### src/rtl/stepped_fan_pwm_controller_top_defines.svh
// ----------------------------------------------------------------------------
// Assertion macros for the stepped fan PWM controller
// Each macro checks a property on clk, with the check held off during reset.
// ----------------------------------------------------------------------------
`ifndef STEPPED_FAN_PWM_CONTROLLER_TOP_DEFINES_SVH
`define STEPPED_FAN_PWM_CONTROLLER_TOP_DEFINES_SVH

`ifndef NO_ASSERTIONS
// Same-cycle implication.
`define SPFC_ASSERT_IMPL(label, ante, cons) \
  label: assert property (@(posedge clk) disable iff (!rst_n) (ante) |-> (cons)) \
    else $error("spfc assertion failed");
// Next-cycle implication.
`define SPFC_ASSERT_NEXT(label, ante, cons) \
  label: assert property (@(posedge clk) disable iff (!rst_n) (ante) |=> (cons)) \
    else $error("spfc assertion failed");
`else
`define SPFC_ASSERT_IMPL(label, ante, cons)
`define SPFC_ASSERT_NEXT(label, ante, cons)
`endif

`endif

### src/rtl/spfc_pkg.sv
// ----------------------------------------------------------------------------
// spfc_pkg
// Types, register codes and duty ladder of the stepped fan PWM controller.
// ----------------------------------------------------------------------------
package spfc_pkg;

  localparam int SAMPLE_BITS_DEF = 10;
  localparam int THRESH_W        = 10;
  localparam int DIVIDE_W        = 8;
  localparam int DUTY_W          = 7;
  localparam int PHASE_W         = 7;
  localparam int CFG_IDX_W       = 2;
  localparam int CFG_DATA_W      = 10;
  localparam int LADDER_STEPS    = 8;

  // PWM phase wraps to zero once it reaches this count
  localparam logic [PHASE_W-1:0]  PWM_PERIOD     = 7'd64;
  localparam logic [DUTY_W-1:0]   DUTY_FULL      = 7'd64;
  localparam logic [DUTY_W-1:0]   DUTY_OFF       = 7'd0;
  localparam logic [THRESH_W-1:0] THRESH_RST     = 10'd250;
  localparam logic [DIVIDE_W-1:0] DIVIDE_RST     = 8'd2;
  localparam logic [DIVIDE_W-1:0] DIVIDE_SAT     = 8'd255;

  localparam logic [7:0] LADDER_LIMIT [LADDER_STEPS] = '{
    8'd240, 8'd229, 8'd219, 8'd208, 8'd198, 8'd188, 8'd177, 8'd167
  };
  localparam logic [DUTY_W-1:0] LADDER_DUTY [LADDER_STEPS] = '{
    7'd64, 7'd60, 7'd55, 7'd50, 7'd45, 7'd40, 7'd35, 7'd30
  };

  typedef enum logic [CFG_IDX_W-1:0] {
    CFG_OVERTEMP_THRESHOLD = 2'd0,
    CFG_TICK_DIVIDE        = 2'd1
  } cfg_idx_t;

  typedef enum logic {
    OP_SLOW = 1'b0,
    OP_PWM  = 1'b1
  } op_t;

  typedef struct packed {
    logic [THRESH_W-1:0] overtemp_threshold;
    logic [DIVIDE_W-1:0] tick_divide;
  } cfg_t;

  typedef struct packed {
    logic              fan_on;
    logic              green_led;
    logic              red_led;
    logic              over_temp;
    logic [DUTY_W-1:0] duty_level;
  } result_t;

endpackage

### src/rtl/spfc_in_if.sv
// ----------------------------------------------------------------------------
// spfc_in_if
// Tick channel: slow or PWM tick with temperature sample and lock input.
// ----------------------------------------------------------------------------
interface spfc_in_if #(
  parameter int SAMPLE_BITS = spfc_pkg::SAMPLE_BITS_DEF
);
  logic                   valid;
  logic                   ready;
  logic                   op;
  logic [SAMPLE_BITS-1:0] adc_sample;
  logic                   lock_n;

  modport source (output valid, op, adc_sample, lock_n, input ready);
  modport sink   (input valid, op, adc_sample, lock_n, output ready);
endinterface

### src/rtl/spfc_out_if.sv
// ----------------------------------------------------------------------------
// spfc_out_if
// Result channel: fan drive, LED levels, over-temperature flag and duty.
// ----------------------------------------------------------------------------
interface spfc_out_if;
  logic                           valid;
  logic                           ready;
  logic                           fan_on;
  logic                           green_led;
  logic                           red_led;
  logic                           over_temp;
  logic [spfc_pkg::DUTY_W-1:0]    duty_level;

  modport source (output valid, fan_on, green_led, red_led, over_temp, duty_level,
                  input ready);
  modport sink   (input valid, fan_on, green_led, red_led, over_temp, duty_level,
                  output ready);
endinterface

### src/rtl/spfc_cfg_if.sv
// ----------------------------------------------------------------------------
// spfc_cfg_if
// Register write channel: register index and write data.
// ----------------------------------------------------------------------------
interface spfc_cfg_if;
  logic                              valid;
  logic                              ready;
  logic [spfc_pkg::CFG_IDX_W-1:0]    index;
  logic [spfc_pkg::CFG_DATA_W-1:0]   data;

  modport source (output valid, index, data, input ready);
  modport sink   (input valid, index, data, output ready);
endinterface

### src/rtl/spfc_core.sv
// ----------------------------------------------------------------------------
// spfc_core
// Divider, temperature evaluation, LED logic and PWM phase. The state
// registers double as the result register: they change only when a new
// word is loaded into the result stage.
// ----------------------------------------------------------------------------
`include "stepped_fan_pwm_controller_top_defines.svh"

module spfc_core #(
  parameter int SAMPLE_BITS = spfc_pkg::SAMPLE_BITS_DEF
) (
  input  logic                   clk,
  input  logic                   rst_n,
  input  logic                   step_en,
  input  logic                   op,
  input  logic [SAMPLE_BITS-1:0] adc_sample,
  input  logic                   lock_n,
  input  spfc_pkg::cfg_t         cfg,
  output spfc_pkg::result_t      result
);

  localparam int CMP_W = (SAMPLE_BITS > spfc_pkg::THRESH_W) ? SAMPLE_BITS : spfc_pkg::THRESH_W;

  logic [spfc_pkg::PHASE_W-1:0]  phase_r, phase_nxt, phase_inc;
  logic [spfc_pkg::DUTY_W-1:0]   duty_r, duty_nxt, ladder_duty;
  logic                          ot_r, ot_nxt;
  logic                          red_r, red_nxt;
  logic                          green_r, green_nxt;
  logic                          fan_r, fan_nxt;
  logic [spfc_pkg::DIVIDE_W-1:0] div_r, div_nxt, div_inc;
  logic                          eval;
  logic                          hot;
  logic [CMP_W-1:0]              sample_x;

  assign sample_x = CMP_W'(adc_sample);
  assign hot      = sample_x > CMP_W'(cfg.overtemp_threshold);

  // first ladder step the sample lies above wins
  always_comb begin
    ladder_duty = spfc_pkg::DUTY_OFF;
    for (int i = spfc_pkg::LADDER_STEPS - 1; i >= 0; i--) begin
      if (sample_x > CMP_W'(spfc_pkg::LADDER_LIMIT[i])) begin
        ladder_duty = spfc_pkg::LADDER_DUTY[i];
      end
    end
  end

  assign div_inc   = (div_r == spfc_pkg::DIVIDE_SAT) ? div_r : div_r + 1'b1;
  assign eval      = div_inc >= cfg.tick_divide;
  assign phase_inc = phase_r + 1'b1;

  always_comb begin
    phase_nxt = phase_r;
    duty_nxt  = duty_r;
    ot_nxt    = ot_r;
    red_nxt   = red_r;
    green_nxt = green_r;
    fan_nxt   = fan_r;
    div_nxt   = div_r;
    if (step_en) begin
      unique case (spfc_pkg::op_t'(op))
        spfc_pkg::OP_SLOW: begin
          div_nxt = eval ? '0 : div_inc;
          if (eval) begin
            ot_nxt   = hot;
            duty_nxt = hot ? spfc_pkg::DUTY_FULL : ladder_duty;
            priority if (hot) begin
              green_nxt = 1'b0;
              red_nxt   = ~red_r;
            end else if (lock_n) begin
              green_nxt = 1'b0;
              red_nxt   = 1'b1;
            end else begin
              green_nxt = 1'b1;
              red_nxt   = 1'b0;
            end
          end
        end
        spfc_pkg::OP_PWM: begin
          // compare after the increment, then wrap
          fan_nxt   = phase_inc < duty_r;
          phase_nxt = (phase_inc >= spfc_pkg::PWM_PERIOD) ? '0 : phase_inc;
        end
        default: begin
          div_nxt = div_r;
        end
      endcase
    end
  end

  always_ff @(posedge clk) begin
    if (!rst_n) begin
      phase_r <= '0;
      duty_r  <= '0;
      ot_r    <= 1'b0;
      red_r   <= 1'b0;
      green_r <= 1'b0;
      fan_r   <= 1'b0;
      div_r   <= '0;
    end else begin
      phase_r <= phase_nxt;
      duty_r  <= duty_nxt;
      ot_r    <= ot_nxt;
      red_r   <= red_nxt;
      green_r <= green_nxt;
      fan_r   <= fan_nxt;
      div_r   <= div_nxt;
    end
  end

  assign result.fan_on     = fan_r;
  assign result.green_led  = green_r;
  assign result.red_led    = red_r;
  assign result.over_temp  = ot_r;
  assign result.duty_level = duty_r;

  `SPFC_ASSERT_IMPL(a_duty_range, 1'b1, duty_r <= spfc_pkg::DUTY_FULL)
  `SPFC_ASSERT_IMPL(a_hot_full_duty, ot_r, duty_r == spfc_pkg::DUTY_FULL && !green_r)
  `SPFC_ASSERT_IMPL(a_phase_range, 1'b1, phase_r < spfc_pkg::PWM_PERIOD)
  `SPFC_ASSERT_NEXT(a_idle_holds, !step_en, duty_r == $past(duty_r) && phase_r == $past(phase_r))

endmodule

### src/rtl/stepped_fan_pwm_controller_top.sv
// ----------------------------------------------------------------------------
// stepped_fan_pwm_controller_top
// Temperature-stepped fan PWM controller with over-temperature alarm.
//
//   channel | dir | handshake          | word
//   in_ch   | in  | valid/ready        | op, adc_sample, lock_n
//   out_ch  | out | valid/ready        | fan_on, green_led, red_led, over_temp, duty_level
//   cfg_ch  | in  | valid/ready (rdy=1)| index, data
//
// One tick per cycle while out_ch takes each word; a word appears on out_ch once its
// tick has passed the input register, then the state/result register.
// While a result waits on out_ch the input register takes one more tick, then
// in_ch.ready drops until the result is taken.
// Reset (rst_n low, synchronous) clears the valid flags and core state; threshold 250, divide 2.
// Register writes are taken every cycle and only expected while idle.
// ----------------------------------------------------------------------------
`include "stepped_fan_pwm_controller_top_defines.svh"

module stepped_fan_pwm_controller_top #(
  parameter int SAMPLE_BITS = spfc_pkg::SAMPLE_BITS_DEF
) (
  input  logic        clk,
  input  logic        rst_n,
  spfc_in_if.sink     in_ch,
  spfc_out_if.source  out_ch,
  spfc_cfg_if.sink    cfg_ch
);

  logic                   in_valid_r;
  logic                   op_r;
  logic [SAMPLE_BITS-1:0] sample_r;
  logic                   lock_r;
  logic                   out_valid_r, out_valid_nxt;
  logic                   adv;
  logic                   in_take;
  spfc_pkg::cfg_t         cfg_r;
  spfc_pkg::result_t      result;

  // move the held tick into the result stage when that stage frees up
  assign adv           = in_valid_r && (!out_valid_r || out_ch.ready);
  assign in_ch.ready   = !in_valid_r || adv;
  assign in_take       = in_ch.valid && in_ch.ready;
  assign out_valid_nxt = adv || (out_valid_r && !out_ch.ready);

  always_ff @(posedge clk) begin
    if (!rst_n) begin
      in_valid_r  <= 1'b0;
      out_valid_r <= 1'b0;
    end else begin
      in_valid_r  <= in_take || (in_valid_r && !adv);
      out_valid_r <= out_valid_nxt;
    end
  end

  always_ff @(posedge clk) begin
    if (in_take) begin
      op_r     <= in_ch.op;
      sample_r <= in_ch.adc_sample;
      lock_r   <= in_ch.lock_n;
    end
  end

  assign cfg_ch.ready = 1'b1;

  always_ff @(posedge clk) begin
    if (!rst_n) begin
      cfg_r.overtemp_threshold <= spfc_pkg::THRESH_RST;
      cfg_r.tick_divide        <= spfc_pkg::DIVIDE_RST;
    end else if (cfg_ch.valid) begin
      unique case (spfc_pkg::cfg_idx_t'(cfg_ch.index))
        spfc_pkg::CFG_OVERTEMP_THRESHOLD:
          cfg_r.overtemp_threshold <= cfg_ch.data[spfc_pkg::THRESH_W-1:0];
        spfc_pkg::CFG_TICK_DIVIDE:
          cfg_r.tick_divide <= cfg_ch.data[spfc_pkg::DIVIDE_W-1:0];
        default: begin
          // drop writes to unknown registers
          cfg_r <= cfg_r;
        end
      endcase
    end
  end

  spfc_core #(
    .SAMPLE_BITS(SAMPLE_BITS)
  ) u_core (
    .clk        (clk),
    .rst_n      (rst_n),
    .step_en    (adv),
    .op         (op_r),
    .adc_sample (sample_r),
    .lock_n     (lock_r),
    .cfg        (cfg_r),
    .result     (result)
  );

  assign out_ch.valid      = out_valid_r;
  assign out_ch.fan_on     = result.fan_on;
  assign out_ch.green_led  = result.green_led;
  assign out_ch.red_led    = result.red_led;
  assign out_ch.over_temp  = result.over_temp;
  assign out_ch.duty_level = result.duty_level;

  `SPFC_ASSERT_IMPL(a_no_adv_when_full, in_valid_r && out_valid_r && !out_ch.ready, !adv)
  `SPFC_ASSERT_NEXT(a_adv_loads_out, adv, out_valid_r)
  `SPFC_ASSERT_NEXT(a_stall_keeps_in, in_valid_r && !adv, in_valid_r && $stable(sample_r))

endmodule

### src/flat_wrapper.sv
// flat-port wrapper written by rule: the top's interface ports become plain ports
module stepped_fan_pwm_controller_top_flat 
#(
  parameter int SAMPLE_BITS = spfc_pkg::SAMPLE_BITS_DEF
)
  (clk, rst_n, in_ch_valid, in_ch_op, in_ch_adc_sample, in_ch_lock_n, in_ch_ready, out_ch_valid, out_ch_fan_on, out_ch_green_led, out_ch_red_led, out_ch_over_temp, out_ch_duty_level, out_ch_ready, cfg_ch_valid, cfg_ch_index, cfg_ch_data, cfg_ch_ready);
  spfc_in_if #(.SAMPLE_BITS(SAMPLE_BITS)) in_ch_i ();
  spfc_out_if out_ch_i ();
  spfc_cfg_if cfg_ch_i ();
  input  logic clk;
  input  logic rst_n;
  input wire logic [$bits(in_ch_i.valid)-1:0] in_ch_valid;
  input wire logic [$bits(in_ch_i.op)-1:0] in_ch_op;
  input wire logic [$bits(in_ch_i.adc_sample)-1:0] in_ch_adc_sample;
  input wire logic [$bits(in_ch_i.lock_n)-1:0] in_ch_lock_n;
  output wire logic [$bits(in_ch_i.ready)-1:0] in_ch_ready;
  output wire logic [$bits(out_ch_i.valid)-1:0] out_ch_valid;
  output wire logic [$bits(out_ch_i.fan_on)-1:0] out_ch_fan_on;
  output wire logic [$bits(out_ch_i.green_led)-1:0] out_ch_green_led;
  output wire logic [$bits(out_ch_i.red_led)-1:0] out_ch_red_led;
  output wire logic [$bits(out_ch_i.over_temp)-1:0] out_ch_over_temp;
  output wire logic [$bits(out_ch_i.duty_level)-1:0] out_ch_duty_level;
  input wire logic [$bits(out_ch_i.ready)-1:0] out_ch_ready;
  input wire logic [$bits(cfg_ch_i.valid)-1:0] cfg_ch_valid;
  input wire logic [$bits(cfg_ch_i.index)-1:0] cfg_ch_index;
  input wire logic [$bits(cfg_ch_i.data)-1:0] cfg_ch_data;
  output wire logic [$bits(cfg_ch_i.ready)-1:0] cfg_ch_ready;
  assign in_ch_i.valid = in_ch_valid;
  assign in_ch_i.op = in_ch_op;
  assign in_ch_i.adc_sample = in_ch_adc_sample;
  assign in_ch_i.lock_n = in_ch_lock_n;
  assign in_ch_ready = in_ch_i.ready;
  assign out_ch_valid = out_ch_i.valid;
  assign out_ch_fan_on = out_ch_i.fan_on;
  assign out_ch_green_led = out_ch_i.green_led;
  assign out_ch_red_led = out_ch_i.red_led;
  assign out_ch_over_temp = out_ch_i.over_temp;
  assign out_ch_duty_level = out_ch_i.duty_level;
  assign out_ch_i.ready = out_ch_ready;
  assign cfg_ch_i.valid = cfg_ch_valid;
  assign cfg_ch_i.index = cfg_ch_index;
  assign cfg_ch_i.data = cfg_ch_data;
  assign cfg_ch_ready = cfg_ch_i.ready;
  stepped_fan_pwm_controller_top #(.SAMPLE_BITS(SAMPLE_BITS)) u_core (.clk(clk), .rst_n(rst_n), .in_ch(in_ch_i), .out_ch(out_ch_i), .cfg_ch(cfg_ch_i));
endmodule
### config.mk
export PLATFORM = sky130hd
export DESIGN_NAME = stepped_fan_pwm_controller_top_flat
export DESIGN_NICKNAME = d
export VERILOG_FILES = /design/src/rtl/spfc_pkg.sv /design/src/rtl/spfc_in_if.sv /design/src/rtl/spfc_out_if.sv /design/src/rtl/spfc_cfg_if.sv /design/src/rtl/spfc_core.sv /design/src/rtl/stepped_fan_pwm_controller_top.sv /design/src/flat_wrapper.sv
export VERILOG_INCLUDE_DIRS = /design/src /design/src/rtl
export SDC_FILE = /design/constraint.sdc
export NUM_CORES = 1
export LEC_CHECK = 0
export BUFFER_PORTS_ARGS = -buffer_cell sky130_fd_sc_hd__buf_2
export CORE_MARGIN = 8
export CORE_UTILIZATION = 40
export DETAILED_ROUTE_END_ITERATION = 7
export GPL_TIMING_DRIVEN = 0
export PLACE_DENSITY_LB_ADDON = 0.2
export SETUP_SLACK_MARGIN = 0.15
export SLEW_MARGIN = 40
export SYNTH_ARGS = -nofsm -noshare
export SYNTH_HDL_FRONTEND = slang
export SYNTH_HIERARCHICAL = 1
export SYNTH_SLANG_ARGS = --single-unit
export TNS_END_PERCENT = 5
### constraint.sdc
create_clock -name clk -period 3.6 [get_ports clk]
set_input_delay 0.36 -clock clk [delete_from_list [all_inputs] [get_ports clk]]
set_output_delay 0.36 -clock clk [all_outputs]
set_load 0.02 [all_outputs]
==> results.json <==
{
  "avgSynthCellArea_um2": 8.85,
  "synth_warnings": 6,
  "worstPathMaxFanout": 7,
  "cts.reportedPaths.clkPinSlew_ns": 0.07,
  "clock_sinks": 58,
  "nets": 482,
  "final-max-slew-violation-count": 0,
  "worst_pin_slew_ns": 0.718,
  "maxCapViolations": 0,
  "clockRootBuffer": "clkbuf_8",
  "synth_adder_area_share": 0.0980,
  "ios": 43,
  "synth_edf_count": 12,
  "end_kind": "flop",
  "relSlewSlack": 0.522,
  "wirelength_mm": 7.66,
  "hold_buffers": 0,
  "dr.pass1.iters": 4,
  "post-route-min-period_ns": 3.09,
  "cp.required_ns": 3.79,
  "ys.flop_type": "dfxtp_1",
  "clockBufferDepth": 2,
  "fmax_ghz": 0.324,
  "portBuffers": 41,
  "drt-wirelength-per-cell_um": 14.3,
  "antenna_found_initial": 0,
  "r2r_slack_ns": 0.51,
  "grt_max_degree": 13,
  "synth_cell_type_count": 49,
  "route.detailed.drc": 0,
  "fin_tns_setup_ns": 0,
  "syn2layout_area_growth_pct": 17.0,
  "setup_violations": 0,
  "htree_levels": 3,
  "clk_latency_ns": 0.33,
  "hpwl_mm": 5.87,
  "finalPower_uw": 1490,
  "syn-instance-count": 375,
  "gp_congestion": 0.814,
  "period_share": 0.858,
  "drtIter0Drc": 77,
  "synthMuxAreaShare": 0.0456,
  "critPathKind": "flop to flop",
  "rows": 33,
  "grt_overflow": 0,
  "syn-num-nets": 430,
  "filler_cell_count": 791,
  "syn_area_um2": 3320,
  "cts_setup_buffers": 0,
  "synth_compound_area_frac": 0.160,
  "fin_worst_skew_ns": 0.0111,
  "p_leak_uw": 0.00165,
  "num_antenna_cells": 0,
  "grt_pass1_wl_mm": 12.8,
  "ant_nets": 0,
  "ys_ff_latch": 58,
  "powerDensity_nw_per_um2": 384,
  "grt_pass1_vias": 2763,
  "cts_buffers": 9,
  "hold_viol": 0,
  "yosys.area_share.simple": 0.213,
  "yosysSeqAreaShare": 0.386,
  "fp.dieW_um": 107,
  "grt.total_usage": 0.138,
  "num_vias": 2759,
  "drive_above_1_share": 0.185,
  "coreArea_um2": 8130,
  "worst-endpoint-arrival_ns": 3.28,
  "rsz0062_at_grt": "no",
  "fp.dieH_um": 107,
  "synth_xor_area_frac": 0.0238,
  "hp-class": "input port to flop",
  "status": "complete, no violations",
  "synthArstFlopShare": 0,
  "avgViaCountPerCell": 5.14,
  "synth_top_family_by_area": "simple AND/OR/NAND/NOR gates",
  "vdd_drop_max_mv": 0.308,
  "design.die.area_um2": 11500,
  "start_util": 0.408,
  "cp-start-kind": "flop",
  "cts_tree": "built"
}
==> cell usage after synthesis, types with 3 or more instances <==
master | number | area [um2]
a21oi_1 | 27 | 135
a31oi_1 | 4 | 25.0
and2_1 | 3 | 18.8
and3_1 | 5 | 31.3
buf_2 | 4 | 20.0
buf_4 | 6 | 45.0
clkbuf_1 | 6 | 22.5
dfxtp_1 | 46 | 921
edfxtp_1 | 12 | 360
ha_1 | 26 | 325
inv_1 | 33 | 124
mux2i_1 | 14 | 140
nand2_1 | 41 | 154
nand2b_1 | 3 | 18.8
nand3_1 | 22 | 110
nand3b_1 | 5 | 37.5
nand4_1 | 4 | 25.0
nand4bb_1 | 5 | 56.3
nor2_1 | 19 | 71.3
nor2b_1 | 9 | 56.3
nor3_1 | 6 | 30.0
o211ai_1 | 8 | 60.1
o21a_1 | 5 | 37.5
o21ai_0 | 20 | 100
o32ai_1 | 3 | 26.3
o41ai_1 | 3 | 26.3
xnor2_1 | 6 | 52.6
xor2_1 | 3 | 26.3
==> worst paths after layout <==
kind / depth (start not counted) / startpoint / end
max: 13 / u_core/u_core/div_r[0] / u_core/u_core/div_r[7]
min: 1 / in_ch_adc_sample[6] / u_core/sample_r[6]
max reg2reg: 13 / u_core/u_core/div_r[0] / u_core/u_core/div_r[7]
min reg2reg: 2 / u_core/cfg_r[7] / u_core/cfg_r[7]
==> what timing repair did <==
action,4_1_cts,5_1_grt
resized for setup,0,3
hold endpoints to repair,0,0
endpoints found under the setup margin,0,13
==> layout make-up <==
type | count | area, um2 | share of cell area
Multi-Input combinational cell | 264 | 1810 | 0.466
Sequential cell | 58 | 1280 | 0.330
Timing Repair Buffer | 41 | 205 | 0.0529
Clock buffer | 12 | 166 | 0.0429
Tap cell | 105 | 131 | 0.0338
Inverter | 34 | 128 | 0.0329
Buffer | 19 | 115 | 0.0296
Clock inverter | 4 | 47.5 | 0.0122
==> per-layer routing <==
metal  vias to the layer above  wire length (um)  track usage  share of wire
met5                         -                 0            0              0
met4                         0               104       0.0553          0.014
met3                         8               304       0.0348          0.040
met2                        48              3540        0.224           0.46
met1                      1272              3710        0.172           0.48
li1                       1431                 -            -              -
==> registers in the layout, summed over array words and instances (netlist names) <==
signal / count
u_core/sample_r: 10
u_core/u_core/ot_r: 1
u_core/u_core/duty_r: 7
u_core/u_core/fan_r: 1
u_core/in_valid_r: 1
u_core/op_r: 1
u_core/u_core/phase_r: 7
u_core/lock_r: 1
u_core/out_ch.valid: 1
u_core/u_core/div_r: 8
u_core/u_core/green_r: 1
u_core/u_core/red_r: 1
u_core/cfg_r: 18
==> logic make-up (layout without fill, tap and decap cells) <==
family,Yosys count,count (layout)
AOI/OAI and AO/OA,82,82
DFF,58,58
and+or+nand+nor,131,131
buffers and inverters,53,110
adders and majority gates,26,26
other,1,1
xor gates and xnor gates,9,9
muxes,15,15
==> per-stage QoR <==
stage	utilization	std cells	hold slack (ns)	area [um2]	worst slack, ns
after floorplan	-	375	0.435	3320	0.834
after global placement	0.449	521	0.447	3650	0.417
after detailed placement	0.450	521	0.453	3660	0.335
after CTS	0.476	537	0.187	3870	0.304
after global routing	0.477	537	0.187	3880	0.236
final	0.477	537	0.204	3880	0.511
==> power breakdown <==
part	internal, uW	switching [uW]
clock network	378	261
registers	684	18.4
logic	61.1	86.9
==> cells in the final DEF (no fill, tap or decap), types with 2 or more instances in the layout <==
| cell type | count |
|---|---|
| o32ai_1 | 3 |
| xor2_1 | 3 |
| a32o_1 | 2 |
| buf_6 | 2 |
| ha_1 | 26 |
| nand2_1 | 41 |
| clkbuf_1 | 6 |
| mux2i_1 | 14 |
| nand4_1 | 4 |
| a211oi_1 | 2 |
| nor2b_1 | 9 |
| nand3b_1 | 5 |
| and3_1 | 5 |
| buf_2 | 45 |
| o21ai_0 | 20 |
| clkbuf_8 | 10 |
| a21o_1 | 2 |
| a31oi_1 | 4 |
| nand4bb_1 | 5 |
| o21a_1 | 5 |
| o41ai_1 | 3 |
| or4_1 | 2 |
| clkinv_2 | 2 |
| edfxtp_1 | 12 |
| dfxtp_1 | 46 |
| nand3_1 | 22 |
| buf_4 | 6 |
| xnor2_1 | 6 |
| nor2_1 | 19 |
| nand2b_1 | 3 |
| nor3_1 | 6 |
| inv_1 | 33 |
| o211ai_1 | 8 |
| a21oi_1 | 26 |
| and2_1 | 3 |
| a32o_2 | 2 |
==> critical path: stages, from the launching register on <==
cell and delay, ns:
dfxtp_1 0.36, ha_1 0.22, and2_1 0.15, clkbuf_2 0.16, nand4_4 0.16, mux2_2 0.37
ha_1 0.27, nand2_1 0.05, o21ai_0 0.24, a41oi_2 0.25, or2_2 0.34, clkbuf_1 0.18
nand3_1 0.13, a21oi_1 0.07
(Power assumes the default switching activity.)
